<file path="src/rtl/core/assert_macros.svh">
// Assertion macros used by the date difference top level.
`ifndef ASSERT_MACROS_SVH
`define ASSERT_MACROS_SVH

// Check a property on the rising clock edge, ignored while reset is high.
`define DD_ASSERT(label, clk, rst, prop, msg) \
   label: assert property (@(posedge clk) disable iff (rst) prop) else $error(msg);

// Check a property on every rising clock edge, reset included.
`define DD_ASSERT_ALWAYS(label, clk, prop, msg) \
   label: assert property (@(posedge clk) prop) else $error(msg);

`endif

</file>
<file path="src/rtl/core/dd_pkg.sv">
// Shared types, constants and calendar tables of the date difference block.
package dd_pkg;

   localparam int YEAR_W  = 14;
   localparam int MONTH_W = 4;
   localparam int DAY_W   = 5;
   localparam int NUM_W   = 23;
   localparam int DIFF_W  = 23;
   localparam int QUOT_W  = 8;

   localparam int RECIP_100   = 5243;
   localparam int RECIP_SHIFT = 19;

   localparam logic [NUM_W-1:0] DIFF_LIMIT = 23'd3652426;

   localparam logic [MONTH_W-1:0] MONTH_JAN = 4'd1;
   localparam logic [MONTH_W-1:0] MONTH_FEB = 4'd2;
   localparam logic [MONTH_W-1:0] MONTH_MAR = 4'd3;
   localparam logic [MONTH_W-1:0] MONTH_APR = 4'd4;
   localparam logic [MONTH_W-1:0] MONTH_MAY = 4'd5;
   localparam logic [MONTH_W-1:0] MONTH_JUN = 4'd6;
   localparam logic [MONTH_W-1:0] MONTH_JUL = 4'd7;
   localparam logic [MONTH_W-1:0] MONTH_AUG = 4'd8;
   localparam logic [MONTH_W-1:0] MONTH_SEP = 4'd9;
   localparam logic [MONTH_W-1:0] MONTH_OCT = 4'd10;
   localparam logic [MONTH_W-1:0] MONTH_NOV = 4'd11;
   localparam logic [MONTH_W-1:0] MONTH_DEC = 4'd12;

   typedef struct packed {
      logic s1;
      logic s2;
      logic s3;
      logic s4;
      logic s5;
   } stage_en_type;

   function automatic logic [8:0] days_before_month(input logic [MONTH_W-1:0] m);
      logic [8:0] n;
      case (m)
         MONTH_JAN: n = 9'd0;
         MONTH_FEB: n = 9'd31;
         MONTH_MAR: n = 9'd59;
         MONTH_APR: n = 9'd90;
         MONTH_MAY: n = 9'd120;
         MONTH_JUN: n = 9'd151;
         MONTH_JUL: n = 9'd181;
         MONTH_AUG: n = 9'd212;
         MONTH_SEP: n = 9'd243;
         MONTH_OCT: n = 9'd273;
         MONTH_NOV: n = 9'd304;
         MONTH_DEC: n = 9'd334;
         default:   n = 9'd0;
      endcase
      return n;
   endfunction

   function automatic logic [DAY_W-1:0] month_length(input logic [MONTH_W-1:0] m,
                                                     input logic leap);
      logic [DAY_W-1:0] len;
      case (m)
         MONTH_FEB: len = leap ? 5'd29 : 5'd28;
         MONTH_APR, MONTH_JUN, MONTH_SEP, MONTH_NOV: len = 5'd30;
         MONTH_JAN, MONTH_MAR, MONTH_MAY, MONTH_JUL,
         MONTH_AUG, MONTH_OCT, MONTH_DEC: len = 5'd31;
         default: len = 5'd0;
      endcase
      return len;
   endfunction

endpackage

</file>
<file path="src/rtl/core/dd_day_count.sv">
// Three-stage conversion of one date into a day number and a validity flag.
module dd_day_count (
   input  logic                          clock,
   input  dd_pkg::stage_en_type          en,
   input  logic [dd_pkg::YEAR_W-1:0]     year,
   input  logic [dd_pkg::MONTH_W-1:0]    month,
   input  logic [dd_pkg::DAY_W-1:0]      day,
   output logic [dd_pkg::NUM_W-1:0]      day_num,
   output logic                          date_ok
);

   localparam int PW = 28;

   logic [14:0]   y99;
   logic [14:0]   y399;
   logic [PW-1:0] prod_y;
   logic [PW-1:0] prod_b;
   logic [PW-1:0] prod_c;

   logic [dd_pkg::YEAR_W-1:0]  y_ff;
   logic [dd_pkg::MONTH_W-1:0] m_ff;
   logic [dd_pkg::DAY_W-1:0]   d_ff;
   logic [dd_pkg::QUOT_W-1:0]  q_ff;
   logic [dd_pkg::QUOT_W-1:0]  b_ff;
   logic [dd_pkg::QUOT_W-1:0]  c_ff;

   logic [dd_pkg::YEAR_W-1:0]  rem;
   logic                       leap;
   logic [dd_pkg::DAY_W-1:0]   len;
   logic                       ok_in;
   logic [dd_pkg::NUM_W-1:0]   partial_in;
   logic [12:0]                quad;
   logic [12:0]                leaps_in;

   logic [dd_pkg::NUM_W-1:0]   partial_ff;
   logic [12:0]                leaps_ff;
   logic                       ok2_ff;
   logic [dd_pkg::NUM_W-1:0]   day_num_ff;
   logic                       ok3_ff;

   always_comb begin
      y99    = {1'b0, year} + 15'd99;
      y399   = {1'b0, year} + 15'd399;
      prod_y = PW'(year) * PW'(dd_pkg::RECIP_100);
      prod_b = PW'(y99) * PW'(dd_pkg::RECIP_100);
      prod_c = PW'(y399) * PW'(dd_pkg::RECIP_100);
   end

   always_ff @(posedge clock) begin
      if (en.s1) begin
         y_ff <= year;
         m_ff <= month;
         d_ff <= day;
         q_ff <= prod_y[dd_pkg::RECIP_SHIFT +: dd_pkg::QUOT_W];
         b_ff <= prod_b[dd_pkg::RECIP_SHIFT +: dd_pkg::QUOT_W];
         c_ff <= prod_c[dd_pkg::RECIP_SHIFT +: dd_pkg::QUOT_W];
      end
   end

   always_comb begin
      rem   = y_ff - (14'(q_ff) * 14'd100);
      leap  = ((y_ff[1:0] == 2'b00) && (rem != '0)) || ((rem == '0) && (q_ff[1:0] == 2'b00));
      len   = dd_pkg::month_length(m_ff, leap);
      ok_in = (len != '0) && (d_ff != '0) && (d_ff <= len);
      partial_in = (23'(y_ff) * 23'd365) + 23'(dd_pkg::days_before_month(m_ff))
                 + 23'(d_ff) - 23'd1 + 23'((m_ff > dd_pkg::MONTH_FEB) && leap);
      quad     = 13'(({1'b0, y_ff} + 15'd3) >> 2);
      leaps_in = quad - 13'(b_ff) + 13'(c_ff >> 2);
   end

   always_ff @(posedge clock) begin
      if (en.s2) begin
         partial_ff <= partial_in;
         leaps_ff   <= leaps_in;
         ok2_ff     <= ok_in;
      end
   end

   always_ff @(posedge clock) begin
      if (en.s3) begin
         day_num_ff <= partial_ff + 23'(leaps_ff);
         ok3_ff     <= ok2_ff;
      end
   end

   assign day_num = day_num_ff;
   assign date_ok = ok3_ff;

endmodule

</file>
<file path="src/rtl/core/dd_diff.sv">
// Two-stage signed difference, end-day adjustment and saturation of two day numbers.
module dd_diff (
   input  logic                          clock,
   input  dd_pkg::stage_en_type          en,
   input  logic [dd_pkg::NUM_W-1:0]      first_num,
   input  logic                          first_ok,
   input  logic [dd_pkg::NUM_W-1:0]      second_num,
   input  logic                          second_ok,
   input  logic                          include_end,
   output logic [dd_pkg::DIFF_W-1:0]     day_difference,
   output logic                          date_error
);

   logic                        neg_in;
   logic [dd_pkg::NUM_W-1:0]    mag_in;
   logic                        neg_ff;
   logic                        err4_ff;
   logic [dd_pkg::NUM_W-1:0]    mag_ff;

   logic [dd_pkg::NUM_W-1:0]    sat;
   logic [dd_pkg::DIFF_W-1:0]   diff_in;
   logic [dd_pkg::DIFF_W-1:0]   diff_ff;
   logic                        err5_ff;

   always_comb begin
      neg_in = first_num > second_num;
      mag_in = (neg_in ? (first_num - second_num) : (second_num - first_num))
             + 23'(include_end);
   end

   always_ff @(posedge clock) begin
      if (en.s4) begin
         neg_ff  <= neg_in;
         mag_ff  <= mag_in;
         err4_ff <= !(first_ok && second_ok);
      end
   end

   always_comb begin
      sat = (mag_ff > dd_pkg::DIFF_LIMIT) ? dd_pkg::DIFF_LIMIT : mag_ff;
      if (err4_ff) begin
         diff_in = '0;
      end else if (neg_ff) begin
         diff_in = (~sat) + 23'd1;
      end else begin
         diff_in = sat;
      end
   end

   always_ff @(posedge clock) begin
      if (en.s5) begin
         diff_ff <= diff_in;
         err5_ff <= err4_ff;
      end
   end

   assign day_difference = diff_ff;
   assign date_error     = err5_ff;

endmodule

</file>
<file path="src/rtl/core/date_difference_days.sv">
// Top level of the pipelined Gregorian date difference block.
//
// Usage:
//   The req channel carries one pair of dates per transaction; req_tuser is the
//   include-end flag. The rsp channel returns one transaction per request: the
//   signed day count from the first date to the second in rsp_tdata and the
//   invalid-date flag in rsp_tuser (difference forced to zero when set).
//   Five register stages lie between request and result. Throughput: one
//   transaction per cycle while the receiver does not stall, set by the five-stage
//   pipeline (reciprocal divide by 100, leap and calendar sums, day number
//   sum, difference, saturation), each stage advancing on its own enable.
//   Reset empties every stage; rsp_tvalid is low after reset.
//   When the receiver stalls, the pipeline compacts its bubbles and then
//   holds; req_tready drops only once all five stages are full.
`include "assert_macros.svh"

module date_difference_days (
   input  logic        clock,
   input  logic        reset,
   input  logic        req_tvalid,
   output logic        req_tready,
   // first_year[13:0], first_month[17:14], first_day[22:18],
   // second_year[36:23], second_month[40:37], second_day[45:41], zero[47:46]
   input  logic [47:0] req_tdata,
   // include_end[0]
   input  logic        req_tuser,
   output logic        rsp_tvalid,
   input  logic        rsp_tready,
   // day_difference[22:0], zero[23]
   output logic [23:0] rsp_tdata,
   // date_error[0]
   output logic        rsp_tuser
);

   localparam int STAGES = 5;

   dd_pkg::stage_en_type en;
   logic [STAGES-1:0]    v_ff;
   logic [STAGES-1:0]    v_in;
   logic [2:0]           incl_ff;

   logic [dd_pkg::NUM_W-1:0]  first_num;
   logic                      first_ok;
   logic [dd_pkg::NUM_W-1:0]  second_num;
   logic                      second_ok;
   logic [dd_pkg::DIFF_W-1:0] day_difference;
   logic                      date_error;
   logic [dd_pkg::DIFF_W-1:0] diff_mag;

   always_comb begin
      en.s5 = !v_ff[4] || rsp_tready;
      en.s4 = !v_ff[3] || en.s5;
      en.s3 = !v_ff[2] || en.s4;
      en.s2 = !v_ff[1] || en.s3;
      en.s1 = !v_ff[0] || en.s2;
      v_in[0] = en.s1 ? req_tvalid : v_ff[0];
      v_in[1] = en.s2 ? v_ff[0] : v_ff[1];
      v_in[2] = en.s3 ? v_ff[1] : v_ff[2];
      v_in[3] = en.s4 ? v_ff[2] : v_ff[3];
      v_in[4] = en.s5 ? v_ff[3] : v_ff[4];
   end

   always_ff @(posedge clock) begin
      if (reset) begin
         v_ff <= '0;
      end else begin
         v_ff <= v_in;
      end
   end

   always_ff @(posedge clock) begin
      if (en.s1) begin
         incl_ff[0] <= req_tuser;
      end
      if (en.s2) begin
         incl_ff[1] <= incl_ff[0];
      end
      if (en.s3) begin
         incl_ff[2] <= incl_ff[1];
      end
   end

   dd_day_count u_first (
      .clock   (clock),
      .en      (en),
      .year    (req_tdata[13:0]),
      .month   (req_tdata[17:14]),
      .day     (req_tdata[22:18]),
      .day_num (first_num),
      .date_ok (first_ok)
   );

   dd_day_count u_second (
      .clock   (clock),
      .en      (en),
      .year    (req_tdata[36:23]),
      .month   (req_tdata[40:37]),
      .day     (req_tdata[45:41]),
      .day_num (second_num),
      .date_ok (second_ok)
   );

   dd_diff u_diff (
      .clock          (clock),
      .en             (en),
      .first_num      (first_num),
      .first_ok       (first_ok),
      .second_num     (second_num),
      .second_ok      (second_ok),
      .include_end    (incl_ff[2]),
      .day_difference (day_difference),
      .date_error     (date_error)
   );

   assign req_tready = en.s1;
   assign rsp_tvalid = v_ff[4];
   assign rsp_tdata  = {1'b0, day_difference};
   assign rsp_tuser  = date_error;

   assign diff_mag = day_difference[dd_pkg::DIFF_W-1] ? ((~day_difference) + 23'd1)
                                                      : day_difference;

   `DD_ASSERT_ALWAYS(a_reset_empties, clock, reset |=> (v_ff == '0), "pipeline not empty after reset")
   `DD_ASSERT(a_stall_full, clock, reset, !req_tready |-> (&v_ff), "request stalled with a bubble in the pipeline")
   `DD_ASSERT(a_error_zero, clock, reset, (rsp_tvalid && rsp_tuser) |-> (rsp_tdata == '0), "nonzero difference on date error")
   `DD_ASSERT(a_limit, clock, reset, rsp_tvalid |-> (diff_mag <= dd_pkg::DIFF_LIMIT), "difference beyond limit")

endmodule

</file>
<file path="config.mk">
export PLATFORM = sky130hd
export DESIGN_NAME = date_difference_days
export DESIGN_NICKNAME = d
export VERILOG_FILES = /design/src/rtl/core/dd_pkg.sv /design/src/rtl/core/dd_day_count.sv /design/src/rtl/core/dd_diff.sv /design/src/rtl/core/date_difference_days.sv
export VERILOG_INCLUDE_DIRS = /design/src /design/src/rtl/core
export SDC_FILE = /design/constraint.sdc
export NUM_CORES = 2
export LEC_CHECK = 0
export ABC_CLOCK_PERIOD_IN_PS = 14500
export BUFFER_PORTS_ARGS = -buffer_cell sky130_fd_sc_hd__buf_4
export CORE_MARGIN = 3
export CORE_UTILIZATION = 61
export DETAILED_ROUTE_END_ITERATION = 16
export PLACE_DENSITY = 0.78
export SYNTH_ARGS = -nofsm -noshare
export SYNTH_HDL_FRONTEND = slang
export SYNTH_SLANG_ARGS = --single-unit
export TNS_END_PERCENT = 1
</file>
<file path="constraint.sdc">
create_clock -name clock -period 14.5 [get_ports clock]
set_clock_uncertainty 0.2 [all_clocks]
set_input_delay 2.9 -clock clock [delete_from_list [all_inputs] [get_ports clock]]
set_output_delay 2.9 -clock clock [all_outputs]
set_load 0.005 [all_outputs]
</file>
* After elaboration in Yosys (flattened, before gate mapping)
Memories as Yosys holds them, arrays and structs flattened. A register that Yosys moved wholly into a read port is not among the register bits.
Index checks and enable logic that the tools add are counted.
** Storage, ports and cells
- Memories kept :: 2
- Logic and storage cells :: 153
- Bits in registers :: 273
- Input port bits :: 53
- ROM bits :: 288
- Bits in latches :: 0
- Bits in writable memories :: 0
** Cells by class
- $lt $le $gt $ge :: 6
- Div/mod/pow operators :: 0
- Shift operators :: 0
- Reduce and logical (&&, ||, !) cells :: 40
- Add/sub/neg operators :: 26
- Equal/unequal tests :: 24
- Muxes and demuxes :: 9
- Bitwise operators :: 1
- $mul :: 10
** Memory list
- (no name shown) :: words 16, bits a word 9, rd ports 1, clocked after Yosys merged registers in 1, write ports 0, line dd_pkg.sv:39 : case (m)
- (no name shown) :: words 16, bits a word 9, rd ports 1, clocked after Yosys merged registers in 1, write ports 0, line dd_pkg.sv:39
** Operators by type and width (number)
- multiplier 15 x 13 -> 27 bit (second input constant) :: 4
- adder 23 x 1 -> 23 bit :: 3
- two-way mux 23 bit :: 3
- multiplier 14 x 13 -> 27 bit (second input constant) :: 2
- adder 23 x 13 -> 23 bit :: 2
- adder 23 x 5 -> 23 bit :: 2
- adder 23 x 9 -> 23 bit :: 2
- multiplier 14 x 9 -> 23 bit (second input constant) :: 2
- subtractor 23 x 1 -> 23 bit (second input constant) :: 2
- subtractor 23 bit :: 2
- == test 4 bit (second input constant) :: 10
- == test 4 x 3 -> 1 bit (second input constant) :: 8
- adder 14 x 2 -> 15 bit (second input constant) :: 2
- adder 14 x 7 -> 15 bit (second input constant) :: 2
- adder 14 x 9 -> 15 bit (second input constant) :: 2
- one-hot mux 5 bit (3 select lines) :: 2
- zero test 14 bit :: 2
- nonzero test 14 bit :: 2
- subtractor 14 bit :: 2
- adder 13 x 6 -> 13 bit :: 2
- subtractor 13 x 8 -> 13 bit :: 2
- multiplier 8 x 5 -> 12 bit (second input constant) :: 2
- adder 23 x 1 -> 23 bit (second input constant) :: 1
- greater-than comparator 23 x 22 -> 1 bit (second input constant) :: 1
- other kinds (15) :: 52

* Depth between registers and ports, before layout
- Depth in word-level cells :: 10
- Mapped depth :: 37
- Gate-level depth less buffers :: 37

* By module
A second synthesis with hierarchy kept.
** Second synthesis, totals
- Cell total of the unflattened synthesis :: 4577
- Area, all modules :: 46629.7 sq um
** By module, submodules not included
- dd_day_count (u_first) :: times used 1, area each 20598.5 sq um, sequential area each 3363.2 sq um, cells each 1966
- dd_day_count (u_second) :: times used 1, area each 20487.1 sq um, sequential area each 3363.2 sq um, cells each 1968
- dd_diff :: times used 1, area each 5235.0 sq um, sequential area each 1471.4 sq um, cells each 616
- date_difference_days :: times used 1, area each 309.0 sq um, sequential area each 190.2 sq um, cells each 27

* Worst setup path before layout
No wires, ideal clock.
- Path type :: input port to flip-flop
- From :: in req_tdata[24]
- To :: reg u_second.b_ff[7] (netlist bit), data pin
- Setup slack :: 5111 ps
- Required time :: 14040 ps
- Cell stages on the path :: 26
- Buffers on the path :: 0
- Arrival :: 8929 ps
- Path through :: inv_1 -> ha_1 -> a21oi_1 -> nor2b_1 -> a21boi_0 -> nor2b_1 -> xnor2_1 -> ha_1 -> fa_1 -> inv_1 -> fa_1 -> inv_1 -> fa_1 -> fa_1 -> ha_1 -> a21o_1 -> a21o_1 -> a21oi_1 -> o21ai_0 -> a22o_1 -> o311ai_0 -> nand2_1 -> and4_1 -> or3_1 -> a21oi_1 -> xnor2_1
** Between the ends
- Longest elaborated chain between the ends :: 2
** RTL lines
- from (decl) :: line date_difference_days.sv:24 : input logic [47:0] req_tdata,
- adder 14 x 7 -> 15 bit :: line dd_day_count.sv:42 : y99 = {1'b0, year} + 15'd99;
- multiplier 15 x 13 -> 27 bit :: line dd_day_count.sv:45 : prod_b = PW'(y99) * PW'(dd_pkg::RECIP_100);
- named net u_second.prod_b[26] :: line dd_day_count.sv:17 : logic [PW-1:0] prod_b;
- to (signal assigned) :: line dd_day_count.sv:55 : b_ff <= prod_b[dd_pkg::RECIP_SHIFT +: dd_pkg::QUOT_W];
- to (decl) :: line dd_day_count.sv:24 : logic [dd_pkg::QUOT_W-1:0] b_ff;
The timed path passes the listed nets, and every way through them passes these cells.
A chain may end at the register's enable or synchronous reset.

* Worst setup path after layout
- From :: in req_tdata[23]
- To :: reg u_second.b_ff[7] (netlist bit), data pin
The elaborated chain is that of the path after synthesis.

==> report_table.html <==
<table>
<tr><th>Metric</th><th>Value</th></tr>
<tr><th colspan="2">Run status</th></tr>
<tr><td>Status</td><td>completed</td></tr>
<tr><th colspan="2">Logic synthesis</th></tr>
<tr><td>Synthesized net count</td><td>6125</td></tr>
<tr><td>Synth Instances</td><td>around 4.5k</td></tr>
<tr><td>Synth cell types</td><td>87</td></tr>
<tr><td>Post-Synth XOR/XNOR Area</td><td>0.0575</td></tr>
<tr><td>Multiplexer share of the synthesized area</td><td>0.00860</td></tr>
<tr><td>Adder and majority cell fraction of the synthesized area</td><td>0.514</td></tr>
<tr><td>Async set-or-reset flop fraction in the synthesized netlist</td><td>0</td></tr>
<tr><td>Largest family of logic cells by synthesized area</td><td>adder cells</td></tr>
<tr><td>Number of enable-type register cells in the synthesized netlist</td><td>264</td></tr>
<tr><td>Sequential area share after synthesis</td><td>0.182</td></tr>
<tr><td>Syn. warnings</td><td>0</td></tr>
<tr><td>Area share of and/or/nand/nor cells after synthesis</td><td>0.0691</td></tr>
<tr><td>Synthesized-area fraction occupied by ao, oa, aoi and oai cells</td><td>0.0740</td></tr>
<tr><td>Post-Synthesis Mean Instance Area</td><td>10.2 µm²</td></tr>
<tr><td>Synthesized flop and latch total</td><td>roughly 290</td></tr>
<tr><td>Synth Flop Type</td><td>sky130_fd_sc_hd__edfxtp_1</td></tr>
<tr><td>Post-synthesis instance area</td><td>between 40000 and 50000 µm²</td></tr>
<tr><th colspan="2">Clock network</th></tr>
<tr><td>Clock latency reported for the late side of the worst-skew pair</td><td>0.58 ns</td></tr>
<tr><td>Number of buffers on the longest clock path</td><td>3</td></tr>
<tr><td>Clock buffer count from CTS</td><td>29</td></tr>
<tr><td>Root Buffer Master</td><td>sky130_fd_sc_hd__clkbuf_16</td></tr>
<tr><td>CTS clk-pin slew, worst paths</td><td>0.07 ns</td></tr>
<tr><td>CTS tree</td><td>built</td></tr>
<tr><td>Setup fix buffers added after clock tree synthesis</td><td>0</td></tr>
<tr><td>Gates resized, CTS repair</td><td>0</td></tr>
<tr><td>Clock Sinks</td><td>287</td></tr>
<tr><td>Number of hold buffers added after CTS</td><td>0</td></tr>
<tr><td>CTS H-Tree Depth</td><td>1</td></tr>
<tr><th colspan="2">Floorplan</th></tr>
<tr><td>Height of the die</td><td>281 µm</td></tr>
<tr><td>Overall die width</td><td>roughly 280 µm</td></tr>
<tr><td>Starting density of the core</td><td>0.617</td></tr>
<tr><td>Area of the die</td><td>~80000 µm²</td></tr>
<tr><td>Core Area</td><td>74700 µm²</td></tr>
<tr><td>Number of placed I/O pins</td><td>80</td></tr>
<tr><td>Row Count</td><td>100</td></tr>
<tr><th colspan="2">Place</th></tr>
<tr><td>Count of buffers from port buffering</td><td>76</td></tr>
<tr><td>Final weighted congestion in routability-driven placement</td><td>0.918</td></tr>
<tr><td>Number of placed instances, taps included</td><td>5536</td></tr>
<tr><td>Dpl hpwl</td><td>79000 µm</td></tr>
<tr><th colspan="2">Routing</th></tr>
<tr><td>Average wire per cell in the routed design</td><td>approximately 16 µm</td></tr>
<tr><td>Remaining DRCs</td><td>0</td></tr>
<tr><td>Violation count after the first detailed-route iteration</td><td>approximately 1.6k</td></tr>
<tr><td>Vias per cell</td><td>5.45</td></tr>
<tr><td>Detailed-route wire length</td><td>92100 µm</td></tr>
<tr><td>Vias after detailed routing</td><td>30.4k</td></tr>
<tr><td>Count of antenna-violating nets left after detailed routing</td><td>0</td></tr>
<tr><td>First-pass iteration count of the detailed router</td><td>5</td></tr>
<tr><th colspan="2">STA</th></tr>
<tr><td>Setup violators final</td><td>0</td></tr>
<tr><td>Hold slack</td><td>0.225 ns</td></tr>
<tr><td>Slew Limit Headroom</td><td>0.148</td></tr>
<tr><td>Number of hold violations in the final report</td><td>0</td></tr>
<tr><td>Setup total negative slack</td><td>0 ns</td></tr>
<tr><td>Setup repair after global routing missed its margin</td><td>no</td></tr>
<tr><td>Final worst path period need</td><td>10.28 ns</td></tr>
<tr><td>Peak clock frequency supported by timing</td><td>roughly 97 MHz</td></tr>
<tr><td>Least-Margin Pin Slew</td><td>roughly 1.2 ns</td></tr>
<tr><td>Final period util</td><td>0.709</td></tr>
<tr><td>Max Slew Vio Count</td><td>0</td></tr>
<tr><th colspan="2">Worst setup path</th></tr>
<tr><td>Cell type group with the largest total delay on the critical path</td><td>adder cells</td></tr>
<tr><td>Crit-path most repeated cell</td><td>sky130_fd_sc_hd__inv_1</td></tr>
<tr><td>Buf+Inv Stages, Crit Path</td><td>6</td></tr>
<tr><td>Critical Path Fanout Max</td><td>11</td></tr>
<tr><td>WP depth</td><td>28</td></tr>
<tr><td>WP data arrival</td><td>10.42 ns</td></tr>
<tr><td>R2r worst-path depth</td><td>35</td></tr>
<tr><td>Type of origin of the critical path</td><td>input port</td></tr>
<tr><td>Cell with the largest stage delay on the worst path</td><td>sky130_fd_sc_hd__a2111oi_0</td></tr>
<tr><td>Category of the critical setup timing path</td><td>input port to flip-flop</td></tr>
<tr><td>Crit-path max cell delay</td><td>approximately 0.9 ns</td></tr>
<tr><td>Kind of capture point of the worst setup path</td><td>flip-flop</td></tr>
<tr><td>Required @ worst endpoint</td><td>14.64 ns</td></tr>
<tr><th colspan="2">Final layout</th></tr>
<tr><td>Non-filler instance count after layout</td><td>5590</td></tr>
<tr><td>Proportion of layout cells with a drive suffix above 1</td><td>0.0407</td></tr>
<tr><td>Sequential cell area</td><td>8390 µm²</td></tr>
<tr><td>Layout Nets</td><td>6210</td></tr>
<tr><td>Area added between synthesis and finish</td><td>5.69%</td></tr>
<tr><td>Most used cells in the layout excluding fill and tap cells</td><td>sky130_fd_sc_hd__inv_1, sky130_fd_sc_hd__ha_1, sky130_fd_sc_hd__fa_1</td></tr>
<tr><td>Fill cell total of the finished layout</td><td>~5.8k</td></tr>
<tr><td>Commonest non-fill, non-tap cell in the layout</td><td>sky130_fd_sc_hd__inv_1</td></tr>
<tr><td>Multi-input gate area in the final layout</td><td>33400 µm²</td></tr>
<tr><td>Count of antenna diodes in the layout</td><td>0</td></tr>
<tr><th colspan="2">GRT</th></tr>
<tr><td>Global-route wire length before repair</td><td>156000 µm</td></tr>
<tr><td>Total routing usage reported by global routing</td><td>0.242</td></tr>
<tr><td>Largest net degree at the start of global routing</td><td>76</td></tr>
<tr><td>Total overflow reported by the global router</td><td>0</td></tr>
<tr><td>Number of antenna violations at the first check in global routing</td><td>0</td></tr>
<tr><td>Via count of the first global-routing pass</td><td>about 32k</td></tr>
<tr><th colspan="2">Flow run</th></tr>
<tr><td>Number of max-cap violations</td><td>0</td></tr>
<tr><th colspan="2">Worst hold path</th></tr>
<tr><td>Classification of the worst-slack hold path</td><td>flip-flop to flip-flop</td></tr>
<tr><td>Hold Crit Depth</td><td>0</td></tr>
</table>
## flip-flops by register name (all words and copies together), names as in the netlist, 3 cells and up, named ones only
| register | cells |
|---|---|
| u_second.d_ff | 5 |
| u_first.partial_ff | 23 |
| u_second.q_ff | 8 |
| u_first.d_ff | 5 |
| u_second.day_num | 23 |
| u_second.y_ff | 14 |
| u_diff.day_difference | 23 |
| u_diff.mag_ff | 23 |
| v_ff | 5 |
| u_first.q_ff | 8 |
| incl_ff | 3 |
| u_second.leaps_ff | 13 |
| u_first.leaps_ff | 13 |
| u_second.partial_ff | 23 |
| u_first.day_num | 23 |
| u_first.m_ff | 4 |
| u_second.m_ff | 4 |
| u_first.y_ff | 14 |
| u_second.b_ff | 8 |
| u_first.c_ff | 6 |
| u_first.b_ff | 8 |
| u_second.c_ff | 6 |
## cell type report
| cell class | count | share of cell area |
|---|---|---|
| multi-input cells | 3078 | 0.685 |
| flip-flops and latches | 287 | 0.172 |
| inverters | 1116 | 0.0860 |
| well taps | 969 | 0.0249 |
| clock buffers | 30 | 0.0150 |
| repair buffers | 86 | 0.0132 |
| clock inverters | 24 | 0.00375 |
## per-layer routing
layer / share of wire / global-route usage
met1: 0.45 / 0.332
met4: 0.024 / 0.0587
met5: 0 / 0
met3: 0.044 / 0.0222
met2: 0.48 / 0.418
## cells in the mapped netlist (4+ instances only)
cell / count / area, µm²
sky130_fd_sc_hd__nor3_1: 48 / 240
sky130_fd_sc_hd__nor3b_1: 8 / 60.1
sky130_fd_sc_hd__nor2b_1: 47 / 294
sky130_fd_sc_hd__or3_1: 21 / 131
sky130_fd_sc_hd__nor4_1: 14 / 87.6
sky130_fd_sc_hd__mux2i_1: 28 / 280
sky130_fd_sc_hd__a211oi_1: 16 / 120
sky130_fd_sc_hd__ha_1: 999 / 12500
sky130_fd_sc_hd__a31o_2: 6 / 52.6
sky130_fd_sc_hd__a211o_1: 4 / 35.0
sky130_fd_sc_hd__a21oi_1: 151 / 756
sky130_fd_sc_hd__and3_1: 29 / 181
sky130_fd_sc_hd__xnor2_1: 239 / 2090
sky130_fd_sc_hd__a31oi_1: 33 / 206
sky130_fd_sc_hd__a22oi_1: 4 / 30.0
sky130_fd_sc_hd__a21o_1: 59 / 443
sky130_fd_sc_hd__fa_1: 560 / 11200
sky130_fd_sc_hd__buf_2: 11 / 55.1
sky130_fd_sc_hd__o21a_1: 28 / 210
sky130_fd_sc_hd__inv_1: 1114 / 4180
sky130_fd_sc_hd__nand3_1: 49 / 245
sky130_fd_sc_hd__nor2_1: 172 / 646
sky130_fd_sc_hd__edfxtp_1: 264 / 7930
sky130_fd_sc_hd__nand4b_1: 6 / 52.6
sky130_fd_sc_hd__dfxtp_1: 23 / 460
sky130_fd_sc_hd__a21boi_0: 19 / 143
sky130_fd_sc_hd__o211ai_1: 18 / 135
sky130_fd_sc_hd__xor2_1: 62 / 543
sky130_fd_sc_hd__and2_1: 13 / 81.3
sky130_fd_sc_hd__nand4_1: 12 / 75.1
sky130_fd_sc_hd__and4_1: 5 / 43.8
sky130_fd_sc_hd__buf_4: 5 / 37.5
sky130_fd_sc_hd__o21bai_1: 15 / 113
sky130_fd_sc_hd__o31ai_1: 11 / 82.6
sky130_fd_sc_hd__mux2_2: 9 / 101
sky130_fd_sc_hd__or2_2: 11 / 68.8
sky130_fd_sc_hd__or3b_2: 5 / 43.8
sky130_fd_sc_hd__a2111oi_0: 4 / 35.0
sky130_fd_sc_hd__nand2_1: 150 / 563
sky130_fd_sc_hd__o21ai_0: 127 / 636
sky130_fd_sc_hd__nand2b_1: 27 / 169
sky130_fd_sc_hd__clkbuf_1: 12 / 45.0
## worst register-to-register path, delay by kind of cell, from the launching register on
kind,cells,cell delay (ns)
flip-flops,1,0.42
adder cells (fa/ha/maj),11,3.67
buffers and inverters,2,0.12
AND/OR/NAND/NOR,5,0.55
XOR/XNOR,3,0.42
AO/OA/AOI/OAI,14,3.90
## worst paths after layout
kind / slack (ns) / endpoint / from
worst max-delay path: 4.22 / u_second.b_ff[7]$_DFFE_PN_ / req_tdata[23]
worst min-delay path: 0.23 / incl_ff[2]$_DFFE_PP_ / incl_ff[1]$_DFFE_PP_
worst max register to register: 4.97 / u_first.partial_ff[22]$_DFFE_PP_ / u_first.q_ff[2]$_DFFE_PN_
worst min register to register: 0.23 / incl_ff[2]$_DFFE_PP_ / incl_ff[1]$_DFFE_PP_
## cells by family after synthesis
| family | count (synthesis) |
|---|---|
| and+or+nand+nor | 638 |
| other | 1 |
| muxes | 38 |
| xor gates and xnor gates | 302 |
| DFF | 287 |
| adders and majority gates | 1559 |
| AOI/OAI and AO/OA | 540 |
| buffers and inverters | 1148 |
## per-stage QoR
step           cell area, µm²  worst slack (ns)   util
3_3_place_gp            47800              3.75  0.640
5_1_grt                 48700              3.75  0.652
4_1_cts                 48700              4.29  0.652
6_report                48700              4.22  0.652
3_5_place_dp            47800              3.69  0.640
2_1_floorplan           46100              5.11      -
Power is left out: the tool's default activity adds up to more than one toggle a clock period on the data nets, which glitch-free logic cannot reach.
